[config.mk]
export PLATFORM = sky130hd
export DESIGN_NAME = smr_cell
export DESIGN_NICKNAME = d
export VERILOG_FILES = /design/src/rtl/core/smr_pkg.sv /design/src/rtl/core/smr_cell.sv
export SDC_FILE = /design/constraint.sdc
export NUM_CORES = 1
export LEC_CHECK = 0
export ABC_AREA = 1
export BUFFER_PORTS_ARGS = -buffer_cell sky130_fd_sc_hd__buf_2
export CELL_PAD_IN_SITES_DETAIL_PLACEMENT = 1
export CELL_PAD_IN_SITES_GLOBAL_PLACEMENT = 1
export CORE_MARGIN = 4
export CORE_UTILIZATION = 37
export CTS_CLUSTER_SIZE = 24
export DETAILED_ROUTE_END_ITERATION = 6
export GPL_TIMING_DRIVEN = 0
export PLACE_DENSITY_LB_ADDON = 0.2
export SLEW_MARGIN = 20
export SYNTH_ARGS = -nofsm -noshare
export SYNTH_HDL_FRONTEND = slang
export SYNTH_SLANG_ARGS = --single-unit
[constraint.sdc]
create_clock -name clk -period 5.8 [get_ports clk]
set_clock_uncertainty 0.15 [all_clocks]
set_input_delay 1.45 -clock clk [delete_from_list [all_inputs] [get_ports clk]]
set_output_delay 1.45 -clock clk [all_outputs]
set_load 0.02 [all_outputs]
[src/rtl/core/smr_pkg.sv]
// ----------------------------------------------------------------------------
// smr_pkg: shared types for the score merge and rank table
// Payload structs of both channels, the controller states, the command
// broadcast to the row of table cells and the fixed field widths.
// ----------------------------------------------------------------------------
package smr_pkg;

	localparam int ID_W     = 32;
	localparam int SCORE_W  = 32;
	localparam int RANK_W   = 5;
	localparam int MAX_EMIT = 32;

	typedef struct packed {
		logic                      clear_first;
		logic [ID_W-1:0]           doc_id;
		logic signed [SCORE_W-1:0] score;
		logic                      last_of_batch;
	} smr_in_t;

	typedef struct packed {
		logic [RANK_W-1:0]         rank;
		logic [ID_W-1:0]           ranked_id;
		logic signed [SCORE_W-1:0] ranked_score;
		logic                      overflowed;
		logic                      last;
	} smr_out_t;

	typedef enum logic [1:0] {
		ST_IDLE,
		ST_MERGE,
		ST_SORT,
		ST_READ
	} smr_state_t;

	typedef enum logic [1:0] {
		OP_HOLD,
		OP_MERGE,
		OP_SORT,
		OP_ROTATE
	} smr_op_t;

	typedef struct packed {
		smr_op_t                   op;
		logic                      phase;
		logic                      append;
		logic [ID_W-1:0]           id;
		logic signed [SCORE_W-1:0] score;
	} smr_cmd_t;

endpackage

[src/rtl/core/smr_cell.sv]
// ----------------------------------------------------------------------------
// smr_cell: one entry of the ranking table
// Holds an id and a summed score. Merges a broadcast pair, takes part in an
// odd-even transposition sort with its neighbours and rotates for readout.
// ----------------------------------------------------------------------------
module smr_cell import smr_pkg::*; #(
	parameter int IDX = 0,
	parameter int CW  = 6
) (
	input  logic                      clk,
	input  smr_cmd_t                  cmd,
	input  logic [CW-1:0]             cnt,
	input  logic [ID_W-1:0]           left_id,
	input  logic signed [SCORE_W-1:0] left_score,
	input  logic                      swap_left,
	input  logic [ID_W-1:0]           right_id,
	input  logic signed [SCORE_W-1:0] right_score,
	input  logic [ID_W-1:0]           head_id,
	input  logic signed [SCORE_W-1:0] head_score,
	output logic [ID_W-1:0]           id,
	output logic signed [SCORE_W-1:0] score,
	output logic                      match,
	output logic                      swap_right
);

	localparam logic LANE_ODD = ((IDX % 2) == 1);

	logic [ID_W-1:0]           id_q;
	logic signed [SCORE_W-1:0] score_q;
	logic [ID_W-1:0]           id_d;
	logic signed [SCORE_W-1:0] score_d;
	logic signed [SCORE_W:0]   sum;
	logic signed [SCORE_W-1:0] sat_sum;
	logic                      in_use;

	assign in_use = (CW'(IDX) < cnt);
	assign match  = in_use && (id_q == cmd.id);

	// The pair to the right is swapped only when both entries are in use and
	// strictly out of order, so equal scores never change places.
	assign swap_right = (cmd.op == OP_SORT) && (LANE_ODD == cmd.phase) &&
		(CW'(IDX + 1) < cnt) && (score_q < right_score);

	assign sum = {score_q[SCORE_W-1], score_q} + {cmd.score[SCORE_W-1], cmd.score};

	always_comb begin
		if (sum[SCORE_W] != sum[SCORE_W-1]) begin
			sat_sum = sum[SCORE_W] ? {1'b1, {(SCORE_W-1){1'b0}}} : {1'b0, {(SCORE_W-1){1'b1}}};
		end else begin
			sat_sum = sum[SCORE_W-1:0];
		end
	end

	always_comb begin
		id_d    = id_q;
		score_d = score_q;
		case (cmd.op)
			OP_MERGE: begin
				if (match) begin
					score_d = sat_sum;
				end else if (cmd.append && (CW'(IDX) == cnt)) begin
					id_d    = cmd.id;
					score_d = cmd.score;
				end
			end
			OP_SORT: begin
				if (swap_right) begin
					id_d    = right_id;
					score_d = right_score;
				end else if (swap_left) begin
					id_d    = left_id;
					score_d = left_score;
				end
			end
			OP_ROTATE: begin
				// The last entry in use wraps round to the head of the row.
				if (CW'(IDX + 1) == cnt) begin
					id_d    = head_id;
					score_d = head_score;
				end else begin
					id_d    = right_id;
					score_d = right_score;
				end
			end
			default: begin
				id_d    = id_q;
				score_d = score_q;
			end
		endcase
	end

	always_ff @(posedge clk) begin
		id_q    <= id_d;
		score_q <= score_d;
	end

	assign id    = id_q;
	assign score = score_q;

endmodule

==> impl_results.html <==
<table>
<tr><th>Metric</th><th>Value</th></tr>
<tr><th colspan="2">Outcome</th></tr>
<tr><td>Result of the run</td><td>complete, no violations</td></tr>
<tr><th colspan="2">Power</th></tr>
<tr><td>Power density cells</td><td>195 nW/µm²</td></tr>
<tr><td>PnR Total Power</td><td>2.21 mW</td></tr>
<tr><td>Leakage dissipation</td><td>6.08 nW</td></tr>
<tr><td>Flop pwr share</td><td>27.4%</td></tr>
<tr><td>Internal Dissipation</td><td>1.28 mW</td></tr>
<tr><td>Comb power frac</td><td>43.4%</td></tr>
<tr><td>Worst voltage drop across the vdd grid</td><td>0.105 mV</td></tr>
<tr><td>Switching share of power</td><td>42.1%</td></tr>
<tr><td>P_sw</td><td>929 µW</td></tr>
<tr><td>Clock network fraction of design power</td><td>29.2%</td></tr>
<tr><th colspan="2">Worst setup path</th></tr>
<tr><td>Buf+Inv Stages, Crit Path</td><td>5</td></tr>
<tr><td>CP max stage cell</td><td>sky130_fd_sc_hd__ha_1</td></tr>
<tr><td>Arrival time at the worst endpoint</td><td>3.73 ns</td></tr>
<tr><td>Crit-path max FO</td><td>10</td></tr>
<tr><td>Element type at the critical path start</td><td>primary input</td></tr>
<tr><td>Worst path top cell family by delay</td><td>simple AND/OR/NAND/NOR gates</td></tr>
<tr><td>Delay of the slowest cell on the worst path</td><td>0.33 ns</td></tr>
<tr><td>Critical-path cell list</td><td>buf_2 -&gt; inv_1 -&gt; ha_1 -&gt; nand2_1 -&gt; nor2_1 -&gt; nand2_1 -&gt; o211ai_1 -&gt; nor2_1 -&gt; nand3_2 -&gt; nand3_1 -&gt; buf_4 -&gt; inv_1 -&gt; buf_2</td></tr>
<tr><td>Type of the setup path with the least slack</td><td>in2out</td></tr>
<tr><td>Critical Path End Type</td><td>primary output</td></tr>
<tr><td>Critical path data required time</td><td>4.20 ns</td></tr>
<tr><th colspan="2">Timing</th></tr>
<tr><td>Max Slew Vio Count</td><td>0</td></tr>
<tr><td>Hold slack</td><td>0.871 ns</td></tr>
<tr><td>Final worst-path cycle share</td><td>91.9%</td></tr>
<tr><td>Worst slew pin tran</td><td>0.875 ns</td></tr>
<tr><td>Endpoints failing hold</td><td>0</td></tr>
<tr><td>Setup TNS after final layout</td><td>0 ns</td></tr>
<tr><td>Top achievable clock speed</td><td>0.188 GHz</td></tr>
<tr><td>Number of setup violations in the final report</td><td>0</td></tr>
<tr><td>Unrepaired setup endpoints after global routing</td><td>no</td></tr>
<tr><td>Slew headroom</td><td>41.6%</td></tr>
<tr><td>Crit path time final</td><td>5.33 ns</td></tr>
<tr><th colspan="2">Floorplanning</th></tr>
<tr><td>Chip width</td><td>163 µm</td></tr>
<tr><td>Starting density of the core</td><td>37.6%</td></tr>
<tr><td>Standard cell core area</td><td>23,500 µm²</td></tr>
<tr><td># IOs</td><td>334</td></tr>
<tr><td>Floorplan row count</td><td>56</td></tr>
<tr><td>Die footprint</td><td>26,500 µm²</td></tr>
<tr><td>Vertical die dimension</td><td>163 µm</td></tr>
<tr><th colspan="2">Synth</th></tr>
<tr><td>EDFF count, synth</td><td>64</td></tr>
<tr><td>Most instantiated flip-flop cell in the synthesis netlist</td><td>sky130_fd_sc_hd__edfxtp_1</td></tr>
<tr><td>Library cells used by synthesis</td><td>40</td></tr>
<tr><td>Async set-reset flop share out of synthesis</td><td>0%</td></tr>
<tr><td>Fraction of the yosys area taken by sequential cells</td><td>21.7%</td></tr>
<tr><td>Cell area after technology mapping</td><td>8860 µm²</td></tr>
<tr><td>Post-synthesis cell count</td><td>1,467</td></tr>
<tr><td>Syn nets</td><td>1,799</td></tr>
<tr><td>Post-Synthesis Mean Instance Area</td><td>6.04 µm²</td></tr>
<tr><td>Syn. warnings</td><td>0</td></tr>
<tr><td>Post-synthesis sequential element count</td><td>64</td></tr>
<tr><th colspan="2">Cells and area</th></tr>
<tr><td>Most frequent standard cell in the layout excluding fill and tap cells</td><td>sky130_fd_sc_hd__nand2_1</td></tr>
<tr><td>Fill count</td><td>3,455</td></tr>
<tr><td>Leading cell types in the layout, fill and taps excluded</td><td>352 x sky130_fd_sc_hd__nand2_1, 337 x sky130_fd_sc_hd__buf_2, 220 x sky130_fd_sc_hd__inv_1, 172 x sky130_fd_sc_hd__nor2_1, 149 x sky130_fd_sc_hd__nand3_1</td></tr>
<tr><td>Multi-input gate area in the final layout</td><td>5800 µm²</td></tr>
<tr><td>Total number of nets in the final design</td><td>2,144</td></tr>
<tr><td>Post-synthesis to final-layout area growth</td><td>27.5%</td></tr>
<tr><td>Storage element area</td><td>1920 µm²</td></tr>
<tr><td>Share of cells above drive strength 1</td><td>21.4%</td></tr>
<tr><th colspan="2">Min path</th></tr>
<tr><td>Worst Hold Class</td><td>reg2reg</td></tr>
<tr><th colspan="2">Global routing</th></tr>
<tr><td>Pin count of the biggest net entering global routing</td><td>33</td></tr>
<tr><td>Busiest layer in global routing</td><td>met2</td></tr>
<tr><td>Vias in the first global route</td><td>11,816</td></tr>
<tr><td>Overall global routing resource usage</td><td>32.4%</td></tr>
<tr><td>Met1 demand-to-capacity share in global routing</td><td>42.6%</td></tr>
<tr><td>Initial antenna violation count</td><td>14</td></tr>
<tr><td>Wire length of the first global-routing pass</td><td>66,600 µm</td></tr>
<tr><td>Met2 Resource Use GR</td><td>54.2%</td></tr>
<tr><td>Met3 track demand over resource in global routing</td><td>5.64%</td></tr>
<tr><td>Total congestion overflow</td><td>0</td></tr>
<tr><th colspan="2">CTS</th></tr>
<tr><td>Clock latency of the later-clocked register in the worst-skew pair</td><td>0.35 ns</td></tr>
<tr><td>Cts repair resizes</td><td>0</td></tr>
<tr><td>Post-CTS setup buffer count</td><td>0</td></tr>
<tr><td>Clock slew seen by the registers of the worst setup and hold paths</td><td>0.06 ns</td></tr>
<tr><td>Cell at the root of the clock tree</td><td>sky130_fd_sc_hd__clkbuf_16</td></tr>
<tr><td>Count of hold buffers inserted by post-cts repair</td><td>0</td></tr>
<tr><td>Clk sinks</td><td>64</td></tr>
<tr><td>CTS tree</td><td>done</td></tr>
<tr><td>Number of CTS-inserted buffers</td><td>9</td></tr>
<tr><td>Clk buf depth</td><td>2</td></tr>
<tr><td>Maximum level of the CTS H-tree</td><td>3</td></tr>
<tr><th colspan="2">Route</th></tr>
<tr><td>Routed vias/inst</td><td>5.40</td></tr>
<tr><td>Remaining routing DRC violations</td><td>0</td></tr>
<tr><td>Number of violations reported at the end of detailed-routing iteration 0</td><td>810</td></tr>
<tr><td>Sum of routed wire length over all layers</td><td>44,700 µm</td></tr>
<tr><td>Pre-Repair DR Iteration Count</td><td>5</td></tr>
<tr><td>Detailed-route via count</td><td>11,583</td></tr>
<tr><td>Final routed wire length divided by cell count</td><td>20.8 µm</td></tr>
<tr><td>Final ANT Viol Nets</td><td>0</td></tr>
<tr><th colspan="2">Placement</th></tr>
<tr><td>Weighted congestion at the end of routability-driven global placement</td><td>1.01</td></tr>
<tr><td>DPL Wire Length</td><td>37,100 µm</td></tr>
<tr><td>IO buf count</td><td>333</td></tr>
<tr><th colspan="2">Job</th></tr>
<tr><td>Number of maximum-capacitance violations</td><td>0</td></tr>
</table>
[through the flow]
stage / util (%) / instance area, µm² / cells / setup WS (ns)
2_1_floorplan: - / 8860 / 1467 / 1.26
3_3_place_gp: 46.4 / 10900 / 2119 / 0.578
3_5_place_dp: 46.5 / 10900 / 2120 / 0.558
4_1_cts: 47.9 / 11300 / 2136 / 0.511
5_1_grt: 48.0 / 11300 / 2145 / 0.271
6_report: 48.0 / 11300 / 2146 / 0.472
[worst register-to-register path: cells and delay by family (launching register included)]
kind	cells	cell delay, ns
simple gates	8	1.11
buf+inv	2	0.83
compound gates	2	0.33
flops	1	0.47
fa+ha+maj	1	0.33
[state kept, by name, indices dropped and copies added, names as in the netlist]
register / flops
score: 32
id: 32
[cell usage after synthesis (3+ instances only)]
| cell type | n | share of area, % |
|---|---|---|
| sky130_fd_sc_hd__buf_1 | 9 | 0.38 |
| sky130_fd_sc_hd__o21ai_0 | 86 | 4.9 |
| sky130_fd_sc_hd__xor2_1 | 27 | 2.7 |
| sky130_fd_sc_hd__nand3_1 | 149 | 8.4 |
| sky130_fd_sc_hd__nor2_1 | 172 | 7.3 |
| sky130_fd_sc_hd__o22ai_1 | 5 | 0.35 |
| sky130_fd_sc_hd__o21bai_1 | 9 | 0.76 |
| sky130_fd_sc_hd__buf_6 | 6 | 0.76 |
| sky130_fd_sc_hd__o21ai_1 | 10 | 0.56 |
| sky130_fd_sc_hd__nor3_1 | 13 | 0.73 |
| sky130_fd_sc_hd__o211ai_1 | 9 | 0.76 |
| sky130_fd_sc_hd__inv_1 | 222 | 9.4 |
| sky130_fd_sc_hd__a21oi_1 | 105 | 5.9 |
| sky130_fd_sc_hd__clkbuf_1 | 40 | 1.7 |
| sky130_fd_sc_hd__nand2_1 | 352 | 15 |
| sky130_fd_sc_hd__edfxtp_1 | 64 | 22 |
| sky130_fd_sc_hd__ha_1 | 63 | 8.9 |
| sky130_fd_sc_hd__buf_2 | 4 | 0.23 |
| sky130_fd_sc_hd__o21a_1 | 3 | 0.25 |
| sky130_fd_sc_hd__nand4_1 | 63 | 4.4 |
| sky130_fd_sc_hd__nand3b_1 | 10 | 0.85 |
| sky130_fd_sc_hd__or2_2 | 5 | 0.35 |
| sky130_fd_sc_hd__nand2_2 | 8 | 0.56 |
| sky130_fd_sc_hd__xnor2_1 | 12 | 1.2 |
[final cells by class]
class / count / share of cell area, %
Multi-Input combinational cell: 1117 / 51.3
Sequential cell: 64 / 17.0
Timing Repair Buffer: 334 / 14.9
Inverter: 224 / 7.44
Tap cell: 319 / 3.53
Buffer: 62 / 2.67
Clock buffer: 9 / 1.99
Clock inverter: 7 / 0.930
Antenna cell: 10 / 0.221
[routing by layer]
metal	part of all wire (%)	up-vias	wire length [µm]
met3	7.1	79	3180
met5	0.13	-	56
li1	-	5526	-
met4	2.6	10	1160
met1	43	5484	19200
met2	47	484	21100
[power groups by stage]
stage	clock [mW]	sequential, mW	combinational, mW
detailed placement	0	0.614	0.939
CTS	0.643	0.604	0.948
floorplan	0	0.643	0.535
finish	0.644	0.606	0.958
global route	0.664	0.608	1.06
global placement	0	0.614	0.923
[path summary, 6_finish.rpt]
check	startpoint	to	slack, ns	cells past startpoint
setup / recovery	right_score[31]	swap_right	0.47	13
hold / removal	score[0]$_DFFE_PP_	score[0]$_DFFE_PP_	0.87	5
setup reg to reg	score[11]$_DFFE_PP_	id[14]$_DFFE_PP_	2.17	13
hold reg to reg	score[0]$_DFFE_PP_	score[0]$_DFFE_PP_	0.87	5
[cell families (layout without fill, tap and decap cells)]
group                      count (synthesis)  in the layout  share of synthesized area, %
AOI/OAI and AO/OA                        233            233                          14.0
xor gates and xnor gates                  39             39                          3.85
adders and majority gates                 64             64                          9.12
buffers and inverters                    286            636                          12.9
DFF                                       64             64                          21.7
other                                      0             10                             0
and+or+nand+nor                          781            781                          38.4
Note: power is estimated with default switching activity, not from simulation.
